**src/design/ipow_pkg.sv**
```systemverilog
// ----------------------------------------------------------------------------
// ipow_pkg
// Shared types for the square-and-multiply power pipeline.
// ----------------------------------------------------------------------------
package ipow_pkg;

   // Per-cycle control handed from the top level to every pipeline step.
   typedef struct packed {
      logic advance;   // whole pipe moves one step this cycle
      logic valid;     // the item entering this step is real
   } step_ctl_type;

endpackage

```
**src/design/ipow_step.sv**
```systemverilog
// ----------------------------------------------------------------------------
// ipow_step
// One exponent bit of square-and-multiply: conditional multiply into the
// accumulator, squaring of the running base, exponent shifted down one bit.
// ----------------------------------------------------------------------------
module ipow_step #(
   parameter int DATA_WIDTH = 32,
   parameter int EXP_WIDTH  = 32
) (
   input  logic                      clock,
   input  logic                      reset,
   input  ipow_pkg::step_ctl_type    ctl,
   input  logic [DATA_WIDTH-1:0]     acc_i,
   input  logic [DATA_WIDTH-1:0]     sq_i,
   input  logic [EXP_WIDTH-1:0]      exp_i,
   output logic                      valid_o,
   output logic [DATA_WIDTH-1:0]     acc_o,
   output logic [DATA_WIDTH-1:0]     sq_o,
   output logic [EXP_WIDTH-1:0]      exp_o
);
   import ipow_pkg::*;

   logic                  valid_ff;
   logic [DATA_WIDTH-1:0] acc_ff, acc_in;
   logic [DATA_WIDTH-1:0] sq_ff, sq_in;
   logic [EXP_WIDTH-1:0]  exp_ff, exp_in;
   logic [DATA_WIDTH-1:0] mul_acc;
   logic [DATA_WIDTH-1:0] mul_sq;

   // Products keep only the low DATA_WIDTH bits (wrap-around).
   assign mul_acc = acc_i * sq_i;
   assign mul_sq  = sq_i * sq_i;

   always_comb begin
      acc_in = exp_i[0] ? mul_acc : acc_i;
      sq_in  = mul_sq;
      exp_in = exp_i >> 1;
   end

   always_ff @(posedge clock) begin
      if (reset) begin
         valid_ff <= 1'b0;
      end else if (ctl.advance) begin
         valid_ff <= ctl.valid;
      end
   end

   always_ff @(posedge clock) begin
      if (ctl.advance) begin
         acc_ff <= acc_in;
         sq_ff  <= sq_in;
         exp_ff <= exp_in;
      end
   end

   assign valid_o = valid_ff;
   assign acc_o   = acc_ff;
   assign sq_o    = sq_ff;
   assign exp_o   = exp_ff;

endmodule

```
**config.mk**
```make
export PLATFORM = sky130hd
export DESIGN_NAME = ipow_step
export DESIGN_NICKNAME = d
export VERILOG_FILES = /design/src/design/ipow_pkg.sv /design/src/design/ipow_step.sv
export SDC_FILE = /design/constraint.sdc
export NUM_CORES = 2
export LEC_CHECK = 0
export CORE_MARGIN = 2
export CORE_UTILIZATION = 58
export CTS_CLUSTER_DIAMETER = 120
export CTS_CLUSTER_SIZE = 10
export DETAILED_ROUTE_END_ITERATION = 10
export DONT_BUFFER_PORTS = 1
export GPL_ROUTABILITY_DRIVEN = 0
export PLACE_DENSITY = 0.74
export SLEW_MARGIN = 40
export SYNTH_ARGS = -nofsm -noshare
export SYNTH_HDL_FRONTEND = slang
export SYNTH_SLANG_ARGS = --single-unit
export TNS_END_PERCENT = 100
```
**constraint.sdc**
```tcl
create_clock -name clock -period 14.6 [get_ports clock]
set_input_delay 2.92 -clock clock [delete_from_list [all_inputs] [get_ports clock]]
set_output_delay 2.92 -clock clock [all_outputs]
set_load 0.02 [all_outputs]
```
==> run summary <==
Post-route ant nets: 0
CP Launch Type: primary input
First-pass GRT wire length: 126.2 mm
Synth unique cells: 60
Yosys warns: 0
Vias per cell: 5.464
Commonest non-fill, non-tap cell in the layout: inv_1
CTS Buf Count: 9
Crit path kind: primary input to register
Total GRT Usage: 28.51%
Fin crit period: 9.338 ns
Final Hold Slack: 0.6263 ns
Slew Viols, Final: 0
Final Setup Violations: 0
Final non-filler cell area: 32840 um2
CTS sink count: 95
Die W: 239.4 um
Drt initial violations: 1121
Crit path max-delay family: adder cells
Most frequent cells in the layout: inv_1 (824), fa_1 (775), and2_1 (442)
Clock root buffer: clkbuf_16
Setup tns final: 0 ns
Final Hold Fails: 0
Area delta synth->final: 2.148%
Slowest stage delay, CP: 0.55 ns
Port bufs: 0
Seq/Total Area, Yosys: 8.843%
Syn avg cell area: 9.813 um2
Ant. Diodes: 0
Cell Chain, Critical Path: and2_1 -> fa_1 -> inv_1 -> fa_1 -> fa_1 -> fa_1 -> inv_1 -> fa_1 -> ha_1 -> fa_1 -> fa_1 -> ha_1 -> a211o_1 -> a211oi_1 -> inv_1 -> a31oi_1 -> o311ai_1 -> a41oi_1 -> o21ai_1 -> xnor2_1 -> mux2_2
Starting Density: 58.47%
Die ar.: 57330 um2
DP HPWL: 59.01 mm
CTS tree: done
Worst-margin pin slew: 0.6226 ns
Layout cell share with drive strength beyond 1: 1.591%
Clock Latency Late Sink: 0.39 ns
Final core utilization: 59.72%
Core ar.: 54990 um2
Nets: 4258
EDFF count, synth: 94
#FFs+latches synth: 95
Buf/Inv on CP: 3
Largest net degree at the start of global routing: 96
Global route overflow: 0
Hold Path Class: register to register
Die height: 239.4 um
Hold_buf cts: 0
H-tree levels: 3
Via count: 21254
Clock Skew: 0 ns
Routed len/inst: 19.06 um
CP required: 14.76 ns
Maxcap violations: 0
DRC violations left: 0
Most used cell along the critical path: fa_1
Status: finished clean
Num rows: 86
Post-CTS Resized: 0
Wirelength, routed: 74.13 mm
Worst-path maximum fanout: 60
Clock transition at the registers of the reported paths: 0.08 ns
# IOs: 197
Router iterations before antenna repair: 5
CP arrival: 9.50 ns
Placed cell areas: 32510 um2
CP max stage cell: fa_1
Initial antenna violation count: 1
# Post-CTS Setup Buffers: 0
Final period util: 63.96%
Max Freq: 107.1 MHz
Synth Cell Area: 32150 um2
Ys flop type: edfxtp_1
Vias in the first global route: 24828
Asr flop ratio synth: 0%
Slew HR: 58.20%
Worst Setup End Kind: register
Gate Count Post-Synth: 3276
RSZ-0062 raised after global routing: false
Clock buffer depth: 2
synth_stat cells (5+ instances only):
| cell type | n | share of area (%) |
|---|---|---|
| nand3_1 | 10 | 0.16 |
| o21bai_1 | 8 | 0.19 |
| mux2_2 | 25 | 0.88 |
| xnor2_1 | 99 | 2.7 |
| edfxtp_1 | 94 | 8.8 |
| nor2_1 | 24 | 0.28 |
| a21o_1 | 41 | 0.96 |
| and3_1 | 6 | 0.12 |
| o211ai_1 | 5 | 0.12 |
| xor2_1 | 33 | 0.90 |
| nand2_1 | 343 | 4.0 |
| nor3b_1 | 5 | 0.12 |
| nor2b_1 | 11 | 0.21 |
| and2_1 | 442 | 8.6 |
| ha_1 | 246 | 9.6 |
| inv_1 | 824 | 9.6 |
| nor3_1 | 10 | 0.16 |
| fa_1 | 775 | 48 |
| a21oi_1 | 44 | 0.68 |
| o21ai_0 | 15 | 0.23 |
| clkbuf_1 | 148 | 1.7 |
worst paths after layout:
check                           depth (start not counted)  slack [ns]                    to                 start
worst max-delay path                                   21        5.26   acc_o[31]$_DFFE_PP_               sq_i[2]
worst min register to register                          2        0.63  valid_o$_SDFFE_PP0P_  valid_o$_SDFFE_PP0P_
worst max register to register                          2       13.88  valid_o$_SDFFE_PP0P_  valid_o$_SDFFE_PP0P_
worst min-delay path                                    2        0.63  valid_o$_SDFFE_PP0P_  valid_o$_SDFFE_PP0P_
state kept, by name, indices dropped and copies added (netlist names):
name and cells:
valid_o 1, exp_o 31, sq_o 31, acc_o 32
final cells by class:
| class | instances | area [um2] |
|---|---|---|
| Fill cell | 4621 | 22150 |
| Sequential cell | 95 | 2843 |
| Clock inverter | 7 | 100.1 |
| Inverter | 824 | 3093 |
| Tap cell | 748 | 935.9 |
| Clock buffer | 9 | 225.2 |
| Multi-Input combinational cell | 2207 | 25640 |
cell families (layout without fill, tap and decap cells):
| kind of cell | Yosys count | count (layout) | synth area share, % |
|---|---|---|---|
| other cells | 1 | 2 | 0.01166 |
| buf+inv | 975 | 840 | 11.41 |
| compound gates | 157 | 157 | 3.347 |
| fa+ha+maj | 1021 | 1021 | 57.83 |
| simple gates | 868 | 868 | 14.02 |
| mux | 27 | 27 | 0.9380 |
| xor+xnor | 132 | 132 | 3.596 |
| flops | 95 | 95 | 8.843 |
stage by stage:
step | setup slack, ns | cells
floorplan | 4.829 | 3277
global placement | 4.995 | 3874
detailed placement | 4.803 | 3874
CTS | 5.247 | 3890
global route | 4.875 | 3890
finish | 5.262 | 3890
tightest hold or removal path, stage by stage (launching register included):
cell and delay (ns):
dfxtp_1 0.38, mux2i_1 0.15, nor2_1 0.05
routing by layer:
metal	wire, um	GRT usage [%]	vias up
met5	0	0	-
met4	2872	11.59	0
met3	4520	4.817	170
met2	38600	49.92	708
met1	28140	35.14	11144
li1	-	-	9232
Power is not shown: default switching activity piles up to over one toggle a cycle in this logic, so the estimate is an artifact.
